<file path="src/rtl/core/assert_macros.svh">
// assertion macros used by the cursor engine rtl
`ifndef ASSERT_MACROS_SVH
`define ASSERT_MACROS_SVH

// same-cycle implication checked on every clock edge out of reset
`define TCCE_ASSERT_IMP(lbl, ante, cons, msg) \
    lbl: assert property (@(posedge i_clk) disable iff (!i_rst_n) (ante) |-> (cons)) \
        else $error(msg);

// implication whose consequent is checked in the cycle after the antecedent
`define TCCE_ASSERT_NEXT(lbl, ante, cons, msg) \
    lbl: assert property (@(posedge i_clk) disable iff (!i_rst_n) (ante) |=> (cons)) \
        else $error(msg);

`endif

</file>
<file path="src/rtl/core/tcce_pkg.sv">
// types and constants of the text console cursor engine
`timescale 1ns / 1ps

package tcce_pkg;

    // control bytes
    localparam logic [7:0] CH_BACKSPACE = 8'd8;
    localparam logic [7:0] CH_NEWLINE   = 8'd10;
    localparam logic [7:0] CH_RETURN    = 8'd13;

    // configuration register indexes
    localparam logic [2:0] REG_COLUMNS      = 3'd0;
    localparam logic [2:0] REG_ROWS         = 3'd1;
    localparam logic [2:0] REG_GLYPH_WIDTH  = 3'd2;
    localparam logic [2:0] REG_GLYPH_HEIGHT = 3'd3;
    localparam logic [2:0] REG_MARGIN_X     = 3'd4;
    localparam logic [2:0] REG_MARGIN_Y     = 3'd5;

    // reset values of the configuration registers
    localparam logic [9:0] RST_COLUMNS      = 10'd80;
    localparam logic [8:0] RST_ROWS         = 9'd30;
    localparam logic [5:0] RST_GLYPH_WIDTH  = 6'd8;
    localparam logic [5:0] RST_GLYPH_HEIGHT = 6'd16;

    // grid and glyph limits
    localparam logic [9:0] MAX_COLUMNS = 10'd512;
    localparam logic [8:0] MAX_ROWS    = 9'd256;
    localparam logic [5:0] MAX_GLYPH   = 6'd32;

    localparam int CFG_DATA_W = 10;
    localparam int OUT_DATA_W = 56;
    localparam int OUT_USER_W = 2;

    // one result item
    typedef struct packed {
        logic        draw;
        logic [7:0]  glyph;
        logic [14:0] pixel_x;
        logic [12:0] pixel_y;
        logic        scroll;
        logic [8:0]  cursor_col;
        logic [7:0]  cursor_row;
    } t_result;

endpackage

</file>
<file path="src/rtl/core/text_console_cursor_engine.sv">
// text console cursor engine: cursor tracking and glyph placement per byte
`timescale 1ns / 1ps
//
// channel   direction  handshake                       payload
// s_axis    in         i_s_axis_tvalid/o_s_axis_tready tdata: char_code
// m_axis    out        o_m_axis_tvalid/i_m_axis_tready tdata, tuser: result item
// cfg       in         i_cfg_valid/o_cfg_ready         index, data
//
// one byte per cycle sustained; each byte is decoded, the cursor updated and the
// result registered in the cycle of its transfer
// the only stall is a result register held by the downstream side
// synchronous active-low reset returns cursor to (0,0) and registers to defaults
// configuration writes are always taken

module text_console_cursor_engine (
    input  logic        i_clk,
    input  logic        i_rst_n,
    // input byte stream
    input  logic        i_s_axis_tvalid,
    output logic        o_s_axis_tready,
    input  logic [7:0]  i_s_axis_tdata,   // [7:0] char_code
    // result stream
    output logic        o_m_axis_tvalid,
    input  logic        i_m_axis_tready,
    // [7:0] glyph, [22:8] pixel_x, [35:23] pixel_y, [44:36] cursor_col,
    // [52:45] cursor_row, [55:53] zero
    output logic [tcce_pkg::OUT_DATA_W-1:0] o_m_axis_tdata,
    output logic [tcce_pkg::OUT_USER_W-1:0] o_m_axis_tuser, // [0] draw, [1] scroll
    // configuration writes
    input  logic        i_cfg_valid,
    output logic        o_cfg_ready,
    input  logic [2:0]  i_cfg_index,
    input  logic [tcce_pkg::CFG_DATA_W-1:0] i_cfg_data
);

    // configuration registers
    logic [9:0] r_columns;
    logic [8:0] r_rows;
    logic [5:0] r_glyph_w;
    logic [5:0] r_glyph_h;
    logic [4:0] r_margin_x;
    logic [4:0] r_margin_y;

    // cursor state
    logic [8:0] r_col;
    logic [7:0] r_row;
    logic [8:0] n_col;
    logic [7:0] n_row;

    // result register
    tcce_pkg::t_result r_out;
    tcce_pkg::t_result n_out;
    logic              r_out_valid;

    logic       s_xfer;
    logic [9:0] ncols;
    logic [8:0] nrows;
    logic [5:0] gw;
    logic [5:0] gh;
    logic [14:0] prod_x;
    logic [12:0] prod_y;
    logic [9:0] step_col;
    logic [8:0] step_row;
    logic [9:0] wrap_col;
    logic [8:0] wrap_row;

    assign o_cfg_ready     = 1'b1;
    assign o_s_axis_tready = !r_out_valid || i_m_axis_tready;
    assign s_xfer          = i_s_axis_tvalid && o_s_axis_tready;

    // configuration register writes
    always_ff @(posedge i_clk) begin
        if (!i_rst_n) begin
            r_columns  <= tcce_pkg::RST_COLUMNS;
            r_rows     <= tcce_pkg::RST_ROWS;
            r_glyph_w  <= tcce_pkg::RST_GLYPH_WIDTH;
            r_glyph_h  <= tcce_pkg::RST_GLYPH_HEIGHT;
            r_margin_x <= 5'd0;
            r_margin_y <= 5'd0;
        end else if (i_cfg_valid) begin
            unique case (i_cfg_index)
                tcce_pkg::REG_COLUMNS:      r_columns  <= i_cfg_data[9:0];
                tcce_pkg::REG_ROWS:         r_rows     <= i_cfg_data[8:0];
                tcce_pkg::REG_GLYPH_WIDTH:  r_glyph_w  <= i_cfg_data[5:0];
                tcce_pkg::REG_GLYPH_HEIGHT: r_glyph_h  <= i_cfg_data[5:0];
                tcce_pkg::REG_MARGIN_X:     r_margin_x <= i_cfg_data[4:0];
                tcce_pkg::REG_MARGIN_Y:     r_margin_y <= i_cfg_data[4:0];
                default: ;
            endcase
        end
    end

    // clamp configuration to the supported grid and glyph range
    always_comb begin
        if (r_columns == 10'd0)
            ncols = 10'd1;
        else if (r_columns > tcce_pkg::MAX_COLUMNS)
            ncols = tcce_pkg::MAX_COLUMNS;
        else
            ncols = r_columns;

        if (r_rows == 9'd0)
            nrows = 9'd1;
        else if (r_rows > tcce_pkg::MAX_ROWS)
            nrows = tcce_pkg::MAX_ROWS;
        else
            nrows = r_rows;

        gw = (r_glyph_w > tcce_pkg::MAX_GLYPH) ? tcce_pkg::MAX_GLYPH : r_glyph_w;
        gh = (r_glyph_h > tcce_pkg::MAX_GLYPH) ? tcce_pkg::MAX_GLYPH : r_glyph_h;
    end

    // pixel position of the pre-step cursor
    assign prod_x = {6'd0, r_col} * {9'd0, gw};
    assign prod_y = {5'd0, r_row} * {7'd0, gh};

    // byte decode and cursor step
    always_comb begin
        n_out    = '0;
        step_col = {1'b0, r_col};
        step_row = {1'b0, r_row};

        unique case (i_s_axis_tdata)
            tcce_pkg::CH_NEWLINE: begin
                step_col = 10'd0;
                step_row = {1'b0, r_row} + 9'd1;
            end
            tcce_pkg::CH_RETURN: begin
                step_col = 10'd0;
            end
            tcce_pkg::CH_BACKSPACE: begin
                if (r_col == 9'd0) begin
                    // wrap to the end of the previous row, no move at top-left
                    if (r_row != 8'd0) begin
                        step_col = ncols - 10'd1;
                        step_row = {1'b0, r_row} - 9'd1;
                    end
                end else begin
                    step_col = {1'b0, r_col} - 10'd1;
                end
            end
            default: begin
                n_out.draw    = 1'b1;
                n_out.glyph   = i_s_axis_tdata;
                n_out.pixel_x = prod_x + {10'd0, r_margin_x};
                n_out.pixel_y = prod_y + {8'd0, r_margin_y};
                step_col      = {1'b0, r_col} + 10'd1;
            end
        endcase

        // column wrap then row limit
        wrap_col = step_col;
        wrap_row = step_row;
        if (step_col >= ncols) begin
            wrap_col = 10'd0;
            wrap_row = step_row + 9'd1;
        end
        if (wrap_row >= nrows) begin
            n_out.scroll = 1'b1;
            wrap_row     = nrows - 9'd1;
        end

        n_col            = wrap_col[8:0];
        n_row            = wrap_row[7:0];
        n_out.cursor_col = n_col;
        n_out.cursor_row = n_row;
    end

    // cursor state and result valid
    always_ff @(posedge i_clk) begin
        if (!i_rst_n) begin
            r_col       <= 9'd0;
            r_row       <= 8'd0;
            r_out_valid <= 1'b0;
        end else begin
            if (s_xfer) begin
                r_col       <= n_col;
                r_row       <= n_row;
                r_out_valid <= 1'b1;
            end else if (i_m_axis_tready) begin
                r_out_valid <= 1'b0;
            end
        end
    end

    // result payload
    always_ff @(posedge i_clk) begin
        if (s_xfer) begin
            r_out <= n_out;
        end
    end

    assign o_m_axis_tvalid = r_out_valid;
    assign o_m_axis_tdata  = {3'd0, r_out.cursor_row, r_out.cursor_col,
                              r_out.pixel_y, r_out.pixel_x, r_out.glyph};
    assign o_m_axis_tuser  = {r_out.scroll, r_out.draw};

    // checks
`include "assert_macros.svh"

    `TCCE_ASSERT_IMP(a_cursor_matches, r_out_valid, (r_out.cursor_col == r_col) && (r_out.cursor_row == r_row), "result cursor differs from cursor state")
    `TCCE_ASSERT_IMP(a_ctrl_no_draw, r_out_valid && !r_out.draw, (r_out.glyph == 8'd0) && (r_out.pixel_x == 15'd0) && (r_out.pixel_y == 13'd0), "control byte result carries draw fields")
    `TCCE_ASSERT_NEXT(a_printable_draws, s_xfer && (i_s_axis_tdata != tcce_pkg::CH_NEWLINE) && (i_s_axis_tdata != tcce_pkg::CH_RETURN) && (i_s_axis_tdata != tcce_pkg::CH_BACKSPACE), r_out.draw && (r_out.glyph == $past(i_s_axis_tdata)), "printable byte did not draw")
    `TCCE_ASSERT_IMP(a_ready_when_empty, !r_out_valid, o_s_axis_tready, "input stalled with empty result register")

endmodule

</file>
<file path="config.mk">
export PLATFORM = sky130hd
export DESIGN_NAME = text_console_cursor_engine
export DESIGN_NICKNAME = d
export VERILOG_FILES = /design/src/rtl/core/tcce_pkg.sv /design/src/rtl/core/text_console_cursor_engine.sv
export VERILOG_INCLUDE_DIRS = /design/src /design/src/rtl/core
export SDC_FILE = /design/constraint.sdc
export NUM_CORES = 1
export LEC_CHECK = 0
export ABC_AREA = 1
export BUFFER_PORTS_ARGS = -buffer_cell sky130_fd_sc_hd__clkbuf_2
export CAP_MARGIN = 10
export CORE_MARGIN = 2
export CORE_UTILIZATION = 45
export CTS_BUF_LIST = sky130_fd_sc_hd__clkbuf_4 sky130_fd_sc_hd__clkbuf_8 sky130_fd_sc_hd__clkbuf_16
export CTS_CLUSTER_DIAMETER = 100
export DETAILED_ROUTE_END_ITERATION = 8
export SLEW_MARGIN = 20
export SYNTH_ARGS = -nofsm -noshare
export SYNTH_HDL_FRONTEND = slang
export SYNTH_SLANG_ARGS = --single-unit
export TNS_END_PERCENT = 30
</file>
<file path="constraint.sdc">
create_clock -name i_clk -period 6.15 [get_ports i_clk]
set_input_delay 0.3075 -clock i_clk [delete_from_list [all_inputs] [get_ports i_clk]]
set_output_delay 0.3075 -clock i_clk [all_outputs]
set_load 0.1 [all_outputs]
</file>
=== Yosys cells after proc, flatten, opt, wreduce, memory -nomap -nowiden ===
Cells that the tools add are included.

* Bits in registers: 114
* Input bits: 26
* Output and inout port bits: 61
* Logic and storage cells: 77

* $add $sub $neg: 9
* Multiply operators: 2
* Order comparisons: 6
* Eq/ne operators: 8
* Muxes and demuxes: 19
* Reductions and logical operators: 17

{| class="wikitable"
|+ Operators with widths
! operator !! number
|-
| $mux W9 || 6
|-
| $mux W10 || 4
|-
| $mux W37 || 1
|-
| $eq A8 B4 Y1 const B || 3
|-
| $pmux W10 S2 || 1
|-
| $logic_not A9 Y1 || 2
|-
| $pmux W9 S2 || 1
|-
| $add A15 B5 Y15 || 1
|-
| $mul A9 B6 Y15 || 1
|-
| $add A13 B5 Y13 || 1
|-
| $mul A8 B6 Y13 || 1
|-
| $gt A6 B6 Y1 const B || 2
|-
| $mux W6 || 2
|-
| $reduce_and A2 Y1 || 6
|-
| $add A9 B1 Y10 const B || 1
|-
| $ge A10 B10 Y1 || 1
|-
| $gt A10 B10 Y1 const B || 1
|-
| $logic_not A10 Y1 || 1
|-
| $sub A10 B1 Y10 const B || 1
|-
| $sub A9 B1 Y10 const B || 1
|-
| $add A8 B1 Y9 const B || 1
|-
| $add A9 B1 Y9 const B || 1
|-
| $ge A9 B9 Y1 || 1
|-
| $gt A9 B9 Y1 const B || 1
|-
| 15 further kinds || 19
|}

=== Longest topological paths before layout ===
* Depth after elaboration: 11
* Depth in mapped cells: 37
* Gate-level depth less buffers: 35

=== Least setup slack after synthesis ===
Ideal clock, no wire load.

* Path type: register to register
* Start point: register r_columns[0]
* End point: register r_row[2]
* Library setup time: 0.115 ns
* Arrival: 4.270 ns
* Data required time: 6.035 ns
* Path slack: 1.764 ns
* Stages on the path, launching flop included: 35
* Buffers on the path: 2
* Clock period less this slack: 4.386 ns
* Cells stage by stage: dfxtp_1 nor2_1 nand3_1 inv_1 nand3_1 nand2_1 buf_2 nand2_1 ha_1 nand4_1 o21ai_0 nand4_1 nand2_1 and2_1 ha_1 nand2_1 nor2_1 o211ai_1 nand4_1 nand2_1 nor2_4 nand4_1 nand2_1 inv_2 ha_1 a21o_1 nand3_1 o2111ai_1 a31oi_4 inv_1 buf_2 nand2_1 o21ai_1 o21ai_0 inv_1

{| class="wikitable"
|+ RTL lines
! what !! line !! source
|-
| start, declared || text_console_cursor_engine.sv:37 || <nowiki>logic [9:0] r_columns;</nowiki>
|-
| start signal, assigned || text_console_cursor_engine.sv:74 || <nowiki>r_columns <= tcce_pkg::RST_COLUMNS;</nowiki>
|-
| start signal, assigned || text_console_cursor_engine.sv:82 || <nowiki>tcce_pkg::REG_COLUMNS: r_columns <= i_cfg_data[9:0];</nowiki>
|-
| end signal, assigned || text_console_cursor_engine.sv:178 || <nowiki>r_row <= n_row;</nowiki>
|-
| end, declared || text_console_cursor_engine.sv:46 || <nowiki>logic [7:0] r_row;</nowiki>
|}

==> results.md <==
* Die area at 23700 µm²
* Vias in the first global route at 8200
* HPWL after DPL at 18900 µm
* Residual antenna-violating net count after detailed routing at 0
* FF-to-FF Start: r_columns[1]
* Bufs on Longest Clock Path at 2
* Unrepaired setup endpoints after global routing: false
* Post-placement cell count at 1642
* Slew Viols, Final at 0
* Final wirelength at 24900 µm
* Vias at 8731
* Synth async-reset ratio at 0%
* MaxCap Viol Count at 0
* Area leader, netlist: edfxtp_1
* DRC marker count from the first detailed-route iteration at 523
* Arrival time at the worst endpoint at 5380 ps
* GR Overflow Total at 0
* Max Freq at 197 MHz
* Syn Std Cell Area at 10100 µm²
* EDFF count, synth at 55
* Ant diodes at 0
* CP Capture Type: register
* Die Y-Extent at 154 µm
* Sequential area share after synthesis at 28.0%
* First-pass GRT wire length at 41000 µm
* Tmin final at 5070 ps
* Count of final setup violators at 0
* Hold_sp: i_s_axis_tdata[5]
* Routed WL per cell at 14.9 µm
* H-Tree Depth at 4
* Syn_area_per_cell at 7.71 µm²
* Largest net degree at the start of global routing at 53
* Initial Util at 46.1%
* Sum Neg Setup Slack at 0 ps
* Hold-fix buffers at CTS at 0
* Critical-path top delay cell: dfxtp_1
* CTS clk-pin slew, worst paths at 50 ps
* Measured slew at the worst slew-check pin at 1030 ps
* P_int at 1.60 mW
* Final non-filler cell total at 1674
* Global Route Usage Sum at 21.6%
* Ports at 87
* Required time of the critical path at 6460 ps
* Clock Power Share at 34.3%
* Pwr Density at 234 nW/µm²
* Switch share at 39.1%
* CP max stage delay at 380 ps
* Hold Path Class: input port to register
* Commonest cells post-synth: 273 x nand2_1, 208 x inv_1, 145 x nor2_1
* Worst setup startpoint: r_columns[1]
* VDD IR-drop max at 0.000177 V
* Crit-path max FO at 11
* TritonCTS clock tree: yes
* IO Port Bufs at 82
* Die width at 154 µm
* Worst relative slew slack at 31.4%
* Worst-Skew Late Latency at 420 ps
* Lkg Pwr at 5.61 nW
* Final clock skew at 13.3 ps
* Critical path launch point type: register
* Final hold vios at 0
* Run status: complete, no violations
* Pre-antenna DRT Iters at 6
* # clock sinks at 114
* Ranking of synthesized cells by area: edfxtp_1 16%, ha_1 12%, dfxtp_1 12%
* Root Buffer: clkbuf_16
* Num rows at 54
* CTS Buf Count at 17
* CP most frequent cell: nand2_1
* Core area at 22000 µm²
* Post-synth top flop: dfxtp_1
* Psw at 1.03 mW
* Antenna violations before repair at 0
* Via-to-Cell Ratio at 5.22
* Layout area overhead at 10.9%
* # resized after CTS at 0
* Most frequent cell after synthesis: nand2_1
* Drt drc at 0
* Seq cells post-synth at 114
* Distinct cell type count after synthesis at 58
* Reg power frac at 34.9%
* Share of cells above drive strength 1 at 13.3%
* Fill count at 2159
* Gpl congestion at 0.910
* Comb power frac at 30.9%
* Nets@finish at 1560
* Crit path kind: register to register
* Synthesized instance count at 1314
* Synth top area share at 16.3%
* Post-CTS Setup Repair Bufs at 0
* Warnings, synthesis at 0
* Final Cycle Share at 82.4%
layer usage:
metal	up-vias	share of wire [%]	GRT usage (%)	wire [µm]
li1	4365	-	-	-
met1	4113	45	29.4	11300
met2	219	48	35.4	11800
met3	34	4.7	3.07	1170
met4	0	2.3	6.90	560
met5	-	0	0	0
metrics by stage:
| step | hold slack, ps | cell area (µm²) | setup slack (ps) | util [%] | power (mW) |
|---|---|---|---|---|---|
| detailed placement | 449 | 10700 | 998 | 48.8 | 1.74 |
| finish | 81.1 | 11200 | 1080 | 51.2 | 2.63 |
| floorplan | 429 | 10100 | 1760 | - | 1.59 |
| CTS | 67.1 | 11200 | 1080 | 51.2 | 2.65 |
| global placement | 441 | 10700 | 1160 | 48.8 | 1.74 |
| global route | 77.0 | 11200 | 465 | 51.2 | 2.76 |
state kept, by name, indices dropped and copies added (netlist names):
name	count
r_glyph_h	6
o_m_axis_tdata	53
o_m_axis_tuser	2
r_glyph_w	6
r_margin_y	5
r_columns	10
r_col	9
r_rows	9
o_m_axis_tvalid	1
r_margin_x	5
r_row	8
worst max-delay path, delay by kind of cell (launching register included):
kind	cells	cell delay, ps
flip-flops	1	380
AO/OA/AOI/OAI	6	980
adder cells (fa/ha/maj)	3	870
buffers and inverters	5	440
AND/OR/NAND/NOR	19	2270
cell families after synthesis:
group | share of synthesized area, %
compound gates | 11.5
buf+inv | 10.5
xor+xnor | 1.98
flops | 28.0
fa+ha+maj | 23.1
other cells | 0.0741
simple gates | 24.9
worst paths after layout:
check                                          to  slack [ps]  cells after the start
worst max-delay path                     r_row[2]        1080                     33
worst min-delay path            o_m_axis_tdata[5]          80                      1
worst max register to register           r_row[2]        1080                     33
worst min register to register       r_glyph_h[1]         450                      2
cell type report:
cell class	instances	area (µm²)	area share [%]
clock inverter	7	36.3	0.323
clock buffer	25	485	4.32
multi-input combinational	938	6240	55.6
sequential	114	2830	25.2
timing repair buffer	87	448	3.99
inverter	223	842	7.49
tap	280	350	3.12
power by group through the flow:
| stage | Combinational (mW) | Clock (mW) | Sequential (mW) |
|---|---|---|---|
| after floorplan | 0.425 | 0 | 1.16 |
| after global placement | 0.809 | 0 | 0.931 |
| after detailed placement | 0.810 | 0 | 0.930 |
| after CTS | 0.815 | 0.917 | 0.915 |
| after global routing | 0.891 | 0.946 | 0.923 |
| final | 0.810 | 0.900 | 0.916 |
cells in the final DEF (no fill, tap or decap), types with 7 or more instances in the layout:
cell type	count
nand2_1	273
edfxtp_1	55
o21ai_0	86
nand3_1	53
o21ai_1	7
nand2_2	8
a21oi_1	86
clkbuf_4	8
nor2_1	145
ha_1	96
clkbuf_2	82
dfxtp_1	59
xnor2_1	7
nand4_1	18
xor2_1	14
nor3_1	9
clkbuf_16	17
fa_1	57
inv_2	13
inv_1	207
Power figures use the tool's default switching activity.
